--- src/rtl/sefr_pkg.sv ---
// ----------------------------------------------------------------------------
// sefr_pkg
// Shared types and constants of the STX/ETX XOR frame receiver.
// ----------------------------------------------------------------------------
`default_nettype none

package sefr_pkg;

    localparam int FRAME_MAX_DEF = 64;
    localparam int BYTE_W        = 8;

    localparam logic [BYTE_W-1:0] STX_CODE = 8'h02;
    localparam logic [BYTE_W-1:0] ETX_CODE = 8'h03;

    typedef enum logic [1:0] {
        ST_HUNT,
        ST_LEN,
        ST_BODY
    } rx_state_t;

    typedef struct packed {
        logic [BYTE_W-1:0] data;
        logic              is_command;
        logic              last;
    } cell_item_t;

    typedef struct packed {
        logic       push;
        logic       flush;
        cell_item_t item;
    } chain_ctl_t;

endpackage

`default_nettype wire

--- src/rtl/sefr_cell.sv ---
// ----------------------------------------------------------------------------
// sefr_cell
// One cell of the payload chain: holds one frame byte with its flags and
// hands it to the next cell towards the head once that cell is empty.
// ----------------------------------------------------------------------------
`default_nettype none

module sefr_cell
(
    input  wire logic                  clk,
    input  wire logic                  rst_n,
    input  wire logic                  flush,
    input  wire logic                  up_full,
    input  wire sefr_pkg::cell_item_t  up_item,
    input  wire logic                  release_item,
    output logic                       full,
    output sefr_pkg::cell_item_t       item
);

    logic                 full_reg;
    logic                 full_next;
    sefr_pkg::cell_item_t item_reg;
    logic                 take;

    assign take = !full_reg && up_full;

    always_comb
    begin
        priority if (flush)
        begin
            full_next = 1'b0;
        end
        else if (full_reg)
        begin
            full_next = !release_item;
        end
        else
        begin
            full_next = up_full;
        end
    end

    always_ff @(posedge clk or negedge rst_n)
    begin
        if (!rst_n)
        begin
            full_reg <= 1'b0;
        end
        else
        begin
            full_reg <= full_next;
        end
    end

    always_ff @(posedge clk)
    begin
        if (take)
        begin
            item_reg <= up_item;
        end
    end

    assign full = full_reg;
    assign item = item_reg;

endmodule

`default_nettype wire

--- src/rtl/sefr_parser.sv ---
// ----------------------------------------------------------------------------
// sefr_parser
// Frame parser: hunts for STX, checks the length, tracks the XOR check and
// feeds payload bytes into the chain; commits or flushes at frame end.
// ----------------------------------------------------------------------------
`default_nettype none

module sefr_parser
#(
    parameter int FRAME_MAX = sefr_pkg::FRAME_MAX_DEF
)
(
    input  wire logic                          clk,
    input  wire logic                          rst_n,
    input  wire logic                          accept,
    input  wire logic [sefr_pkg::BYTE_W-1:0]   rx_byte,
    input  wire logic                          pop_last,
    output sefr_pkg::chain_ctl_t               ctl,
    output logic                               commit
);

    localparam int PW = $clog2(FRAME_MAX);
    localparam int TW = $clog2(FRAME_MAX + 1);
    localparam logic [sefr_pkg::BYTE_W-1:0] MAX8 = sefr_pkg::BYTE_W'(FRAME_MAX);

    sefr_pkg::rx_state_t            state_reg;
    sefr_pkg::rx_state_t            state_next;
    logic [PW-1:0]                  pos_reg;
    logic [PW-1:0]                  pos_next;
    logic [TW-1:0]                  total_reg;
    logic [TW-1:0]                  total_next;
    logic [sefr_pkg::BYTE_W-1:0]    check_reg;
    logic [sefr_pkg::BYTE_W-1:0]    check_next;
    logic [sefr_pkg::BYTE_W-1:0]    prev_reg;
    logic [sefr_pkg::BYTE_W-1:0]    prev_next;
    logic                           commit_reg;
    logic                           commit_next;
    logic [sefr_pkg::BYTE_W-1:0]    total8;
    logic                           len_ok;
    logic [TW-1:0]                  pos_ext;

    assign total8  = rx_byte + 8'd4;
    assign len_ok  = (total8 >= 8'd5) && (total8 <= MAX8);
    assign pos_ext = TW'(pos_reg);

    always_ff @(posedge clk or negedge rst_n)
    begin
        if (!rst_n)
        begin
            state_reg  <= sefr_pkg::ST_HUNT;
            pos_reg    <= '0;
            total_reg  <= '0;
            check_reg  <= '0;
            commit_reg <= 1'b0;
        end
        else
        begin
            state_reg  <= state_next;
            pos_reg    <= pos_next;
            total_reg  <= total_next;
            check_reg  <= check_next;
            commit_reg <= commit_next;
        end
    end

    always_ff @(posedge clk)
    begin
        prev_reg <= prev_next;
    end

    always_comb
    begin
        state_next          = state_reg;
        pos_next            = pos_reg;
        total_next          = total_reg;
        check_next          = check_reg;
        prev_next           = prev_reg;
        commit_next         = commit_reg;
        ctl.push            = 1'b0;
        ctl.flush           = 1'b0;
        ctl.item.data       = rx_byte;
        ctl.item.is_command = 1'b0;
        ctl.item.last       = 1'b0;

        if (pop_last)
        begin
            commit_next = 1'b0;
        end

        if (accept)
        begin
            prev_next = rx_byte;
            unique case (state_reg)
                sefr_pkg::ST_HUNT:
                begin
                    if (rx_byte == sefr_pkg::STX_CODE)
                    begin
                        state_next = sefr_pkg::ST_LEN;
                    end
                end
                sefr_pkg::ST_LEN:
                begin
                    if (len_ok)
                    begin
                        total_next = total8[TW-1:0];
                        check_next = rx_byte;
                        pos_next   = PW'(2);
                        state_next = sefr_pkg::ST_BODY;
                    end
                    else
                    begin
                        state_next = sefr_pkg::ST_HUNT;
                    end
                end
                sefr_pkg::ST_BODY:
                begin
                    pos_next            = pos_reg + 1'b1;
                    ctl.item.is_command = (pos_reg == PW'(2));
                    ctl.item.last       = (pos_ext == total_reg - TW'(3));
                    if (pos_ext < total_reg - TW'(2))
                    begin
                        check_next = check_reg ^ rx_byte;
                        ctl.push   = 1'b1;
                    end
                    if (pos_ext == total_reg - TW'(1))
                    begin
                        state_next = sefr_pkg::ST_HUNT;
                        if ((rx_byte == sefr_pkg::ETX_CODE) && (prev_reg == check_reg))
                        begin
                            commit_next = 1'b1;
                        end
                        else
                        begin
                            ctl.flush = 1'b1;
                        end
                    end
                end
                default:
                begin
                    state_next = sefr_pkg::ST_HUNT;
                end
            endcase
        end
    end

    assign commit = commit_reg;

endmodule

`default_nettype wire

--- src/rtl/stx_etx_xor_frame_receiver_core.sv ---
// ----------------------------------------------------------------------------
// stx_etx_xor_frame_receiver_core
// Deframes an STX / length / command / payload / XOR check / ETX byte stream.
//
// Input channel (in_valid, in_stall, rx_byte) takes one serial byte per
// transaction. Output channel (out_valid, out_stall, frame_byte, is_command,
// last) delivers the command and payload bytes of each good frame, is_command
// on the first, last on the final one. Bad frames give nothing.
// Payload bytes travel through a row of FRAME_MAX-3 cells towards the head;
// a byte moves one cell per cycle and only into an empty cell, and in_stall
// is high while the tail cell is full, so no byte is taken until the tail
// cell has handed on its byte.
// The first result is shown the cycle after ETX is taken once the command
// byte has reached the head cell; each later result is shown once the head
// cell has taken it from the cell behind. While results drain, in_stall is
// held high, so a frame costs len+4 input transactions and gives len results.
// A stalled output holds its result in the head cell.
// Reset empties the row and returns the parser to STX hunting.
// ----------------------------------------------------------------------------
`default_nettype none

module stx_etx_xor_frame_receiver_core
#(
    parameter int FRAME_MAX = sefr_pkg::FRAME_MAX_DEF
)
(
    input  wire logic                          clk,
    input  wire logic                          rst_n,
    input  wire logic                          in_valid,
    output logic                               in_stall,
    input  wire logic [sefr_pkg::BYTE_W-1:0]   rx_byte,
    output logic                               out_valid,
    input  wire logic                          out_stall,
    output logic [sefr_pkg::BYTE_W-1:0]        frame_byte,
    output logic                               is_command,
    output logic                               last
);

    localparam int N = FRAME_MAX - 3;

    sefr_pkg::chain_ctl_t ctl;
    logic                 commit;
    logic                 accept;
    logic                 pop;
    logic                 pop_last;
    logic                 cell_full [N];
    sefr_pkg::cell_item_t cell_item [N];

    assign in_stall  = commit || cell_full[N-1];
    assign accept    = in_valid && !in_stall;
    assign out_valid = commit && cell_full[0];
    assign pop       = out_valid && !out_stall;
    assign pop_last  = pop && cell_item[0].last;

    sefr_parser
    #(
        .FRAME_MAX (FRAME_MAX)
    )
    u_parser
    (
        .clk      (clk),
        .rst_n    (rst_n),
        .accept   (accept),
        .rx_byte  (rx_byte),
        .pop_last (pop_last),
        .ctl      (ctl),
        .commit   (commit)
    );

    for (genvar i = 0; i < N; i++)
    begin : g_cell
        logic                 up_full;
        sefr_pkg::cell_item_t up_item;
        logic                 release_item;

        if (i == N - 1)
        begin : g_tail
            assign up_full = ctl.push;
            assign up_item = ctl.item;
        end
        else
        begin : g_body
            assign up_full = cell_full[i+1];
            assign up_item = cell_item[i+1];
        end

        if (i == 0)
        begin : g_head
            assign release_item = pop;
        end
        else
        begin : g_inner
            assign release_item = !cell_full[i-1];
        end

        sefr_cell u_cell
        (
            .clk          (clk),
            .rst_n        (rst_n),
            .flush        (ctl.flush),
            .up_full      (up_full),
            .up_item      (up_item),
            .release_item (release_item),
            .full         (cell_full[i]),
            .item         (cell_item[i])
        );
    end

    assign frame_byte = cell_item[0].data;
    assign is_command = cell_item[0].is_command;
    assign last       = cell_item[0].last;

endmodule

`default_nettype wire

--- config.mk ---
export PLATFORM = sky130hd
export DESIGN_NAME = stx_etx_xor_frame_receiver_core
export DESIGN_NICKNAME = d
export VERILOG_FILES = /design/src/rtl/sefr_pkg.sv /design/src/rtl/sefr_cell.sv /design/src/rtl/sefr_parser.sv /design/src/rtl/stx_etx_xor_frame_receiver_core.sv
export SDC_FILE = /design/constraint.sdc
export NUM_CORES = 1
export LEC_CHECK = 0
export BUFFER_PORTS_ARGS = -buffer_cell sky130_fd_sc_hd__buf_4
export CAP_MARGIN = 15
export CORE_UTILIZATION = 56
export CTS_CLUSTER_SIZE = 28
export DETAILED_ROUTE_END_ITERATION = 10
export PLACE_DENSITY = 0.8
export SLEW_MARGIN = 20
export SYNTH_ARGS = -nofsm -noshare
export SYNTH_HDL_FRONTEND = slang
export SYNTH_HIERARCHICAL = 1
export SYNTH_SLANG_ARGS = --single-unit
--- constraint.sdc ---
create_clock -name clk -period 4.2 [get_ports clk]
set_clock_uncertainty 0.2 [all_clocks]
set_input_delay 0.63 -clock clk [delete_from_list [all_inputs] [get_ports clk]]
set_output_delay 0.63 -clock clk [all_outputs]
set_load 0.05 [all_outputs]
==> run summary <==
The detail route stage leaves a number of antenna-violating nets equal to 0. The via count of the first global-routing pass is about 9900. The portion of the clock cycle consumed by the worst path in the final layout is 75.48%. In this run the count of I/O pins placed on the die edge is 24.

The sequential-to-total area share from yosys stat came out at 86.54%. The clock buffer count from CTS came out at 66. The combined global-route utilization of all metal layers is 16.02%. Of all nets on the critical path, the largest fanout is 11. Headroom to the max-slew limit came out at just under 30%.

The post-synthesis cell count is 1160. The number of hold buffers added after CTS is 1. The HPWL reported at the end of detailed placement is 18470 µm.

The critical path data arrival time came out at between 3 and 4 ns. The net count of the finished layout is 1266. The number of buffers on the longest clock path is 3. The count of endpoints failing hold in the final timing report is 0. The number of vias in the routed layout is 9536. STA classifies the critical path endpoint as a flip-flop.

The width of the die is roughly 210 µm. The number of warnings reported in the yosys synthesis log is 6. The site row count is 75.

The capture instance of the worst register-to-register path is g_cell[60].u_cell/item[2]. The number of max-cap violations is 0. The startpoint of the most critical register-to-register path is u_parser/total_reg[2]. The post-detailed-route DRC marker count is 0.

The start point of the worst min-delay path is rx_byte[7]. The tree built by TritonCTS fans out to 703 sinks. Setup repair after global routing left no endpoint under its margin.

The share of flip-flops with an asynchronous set or reset after synthesis is 12.09%. Once the clock tree was built, the setup fixing pass inserted 0 buffers. After detailed routing, the average wire length per cell comes to roughly 18 µm. The routed design could run at a clock period as short as 3.170 ns.

The flow ran to the end, and the final reports show no timing, DRC or antenna violations. The transition time at the pin with the least slew margin came out at 1.063 ns. In this run, synthesis produced a sequential element count of around 700. The worst hold path belongs to the class in2reg.

The root buffer cell chosen for the clock tree is clkbuf_16. Cells with a size suffix above 1 make up 14.51% of the layout. The layout overhead on the synthesized area is 12.13%.

The clock transition at the registers of the reported paths is 0.06 ns. The required time of the critical path is 4.21 ns. The overall die height came out at 208.6 µm. The path with the worst hold slack has its endpoint at g_cell[60].u_cell/item[9]. The number of cells on the worst reg-to-reg path is 9. TritonCTS built the clock tree.

The peak ir drop on the vdd network came out at 0.3124 mV. 0 antenna diodes ended up in the layout. STA classifies the critical path startpoint as a flip-flop.

The global-route wire length before repair is roughly 53000 µm. The share of the core filled with cells is approximately 64%. The most common cell after layout, fill and taps aside is edfxtp_1. Summing all non-filler instances in the final layout gives an area of between 20000 and 30000 µm². In the layout the commonest cells are 618 x edfxtp_1, 85 x dfrtp_1, 69 x inv_1, 69 x clkbuf_16, 62 x nor2b_1. The number of antenna violations at the first check in global routing came out at 0. The number of pins exceeding their max-slew limit in the final report was 0. Summed over all layers, the global routing overflow is 0. By area the synthesized netlist is led by edfxtp_1 78%, dfrtp_1 8.9%, o21ba_1 2.6%. The unique cell type count in the Yosys netlist is 51. Dividing total power by cell area gives a power density of 496.5 nW/µm².

The source-to-sink clock delay at the later pin of the worst-skew pair came out at 0.58 ns. Once the floorplan was initialized, standard cells occupied 56.85% of the core. The maximum clock frequency came out at 0.3154 GHz.

The number of synthesized flops with an enable pin came out at slightly above 600. The floorplan step defined a die boundary enclosing around 44000 µm². The fraction of post-synthesis cell area in the top cell type by area is 77.64%. When the netlist entered floorplanning its net count stood at 1189. edfxtp_1 takes more of the synthesized area than any other cell. Entering global routing, the biggest net connects 62 pins. The pre-antenna-repair detailed-routing pass consisted of 5 iterations. The routed via count divided by cell count is 5.217. The mean area per synthesized cell came out at 20.60 µm². Along the worst hold path, the cell count comes to 1. The critical path is of the reg2reg type. For this design the static power due to leakage is 8.984 nW. The first routing iteration left 719 violations. The final RePlAce weighted congestion is 0.7969.

The core region is 42040 µm². The total wire length came out at 33130 µm. The flop-to-flop setup slack is 1.03 ns. After clock tree synthesis, the repair step resized 0 gates.

The mapped netlist covers ~24000 µm². Setup violations remaining at the end of the flow were counted as 0. The number of buffers inserted by port buffering is 23. The number of flip-flops under the largest register name is 610.

The setup TNS is 0 ns. The H-tree depth is 3. In the synthesized netlist the dominant register cell turns out to be edfxtp_1.

The cell area after placement came out at 24680 µm².
==> how the worst max path moves through the flow <==
stage | from | end | slack, ns | cells past startpoint
after floorplan | in_valid | g_cell[0].u_cell/full | 0.53 | 4
after global placement | rx_byte[2] | u_parser/total_reg[0] | 1.08 | 7
after detailed placement | rx_byte[2] | u_parser/check_reg[3] | 1.00 | 8
after CTS | u_parser/total_reg[2] | g_cell[60].u_cell/item[2] | 1.02 | 9
after global routing | u_parser/total_reg[2] | g_cell[60].u_cell/item[2] | 0.80 | 9
final | u_parser/total_reg[2] | g_cell[60].u_cell/item[2] | 1.03 | 9
==> metal layers <==
metal  GRT usage (%)  part of all wire [%]
met1           21.75                    44
met2           25.37                    48
met3           3.411                   5.0
met4           7.125                   3.1
met5               0                     0
==> worst max-delay path: stages (launching register included) <==
cell	delay (ns)
dfrtp_1	0.46
inv_1	0.16
ha_1	0.24
nor3b_1	0.32
xnor2_1	0.17
ha_1	0.26
o21a_1	0.11
o22a_1	0.19
a31oi_1	0.20
nor2b_2	0.51
==> where the power goes <==
group	total [mW]	switching, mW	leakage (nW)	internal [mW]
Clock	5.75	2.40	1.03	3.35
Combinational	0.0569	0.0397	1.34	0.0172
Sequential	7.50	0.000316	6.61	7.50
==> layout make-up <==
class,count,area (µm²)
tap,539,674.4
timing repair buffer,29,220.2
sequential,703,20680
multi-input combinational,368,2854
inverter,69,259.0
clock buffer,88,1848
fill,2668,15240
clock inverter,32,260.3
==> Yosys cell counts (17+ instances only) <==
| cell | n |
|---|---|
| edfxtp_1 | 618 |
| dfrtp_1 | 85 |
| inv_1 | 69 |
| nor2b_1 | 62 |
| nor2b_2 | 61 |
| o21ba_1 | 61 |
| nand2_1 | 23 |
| xnor2_1 | 23 |
| a21oi_1 | 17 |
| ha_1 | 17 |
==> cells by family after synthesis <==
family	count (synthesis)	share of synthesized area [%]
buffers and inverters	89	1.565
xor gates and xnor gates	32	1.173
and+or+nand+nor	206	5.753
AOI/OAI and AO/OA	102	3.570
adders and majority gates	17	0.8899
muxes	11	0.5078
DFF	703	86.54
==> metrics by stage <==
step / total power, mW / hold WS, ns / setup slack [ns] / cells
floorplan: 7.670 / 0.1344 / 0.5252 / 1160
global placement: 7.702 / 0.2004 / 1.081 / 1707
detailed placement: 7.704 / 0.2045 / 1.000 / 1707
CTS: 13.45 / 0.05827 / 1.024 / 1828
global route: 13.72 / 0.07186 / 0.8049 / 1828
finish: 13.31 / 0.08690 / 1.030 / 1828
Power figures use the tool's default switching activity.
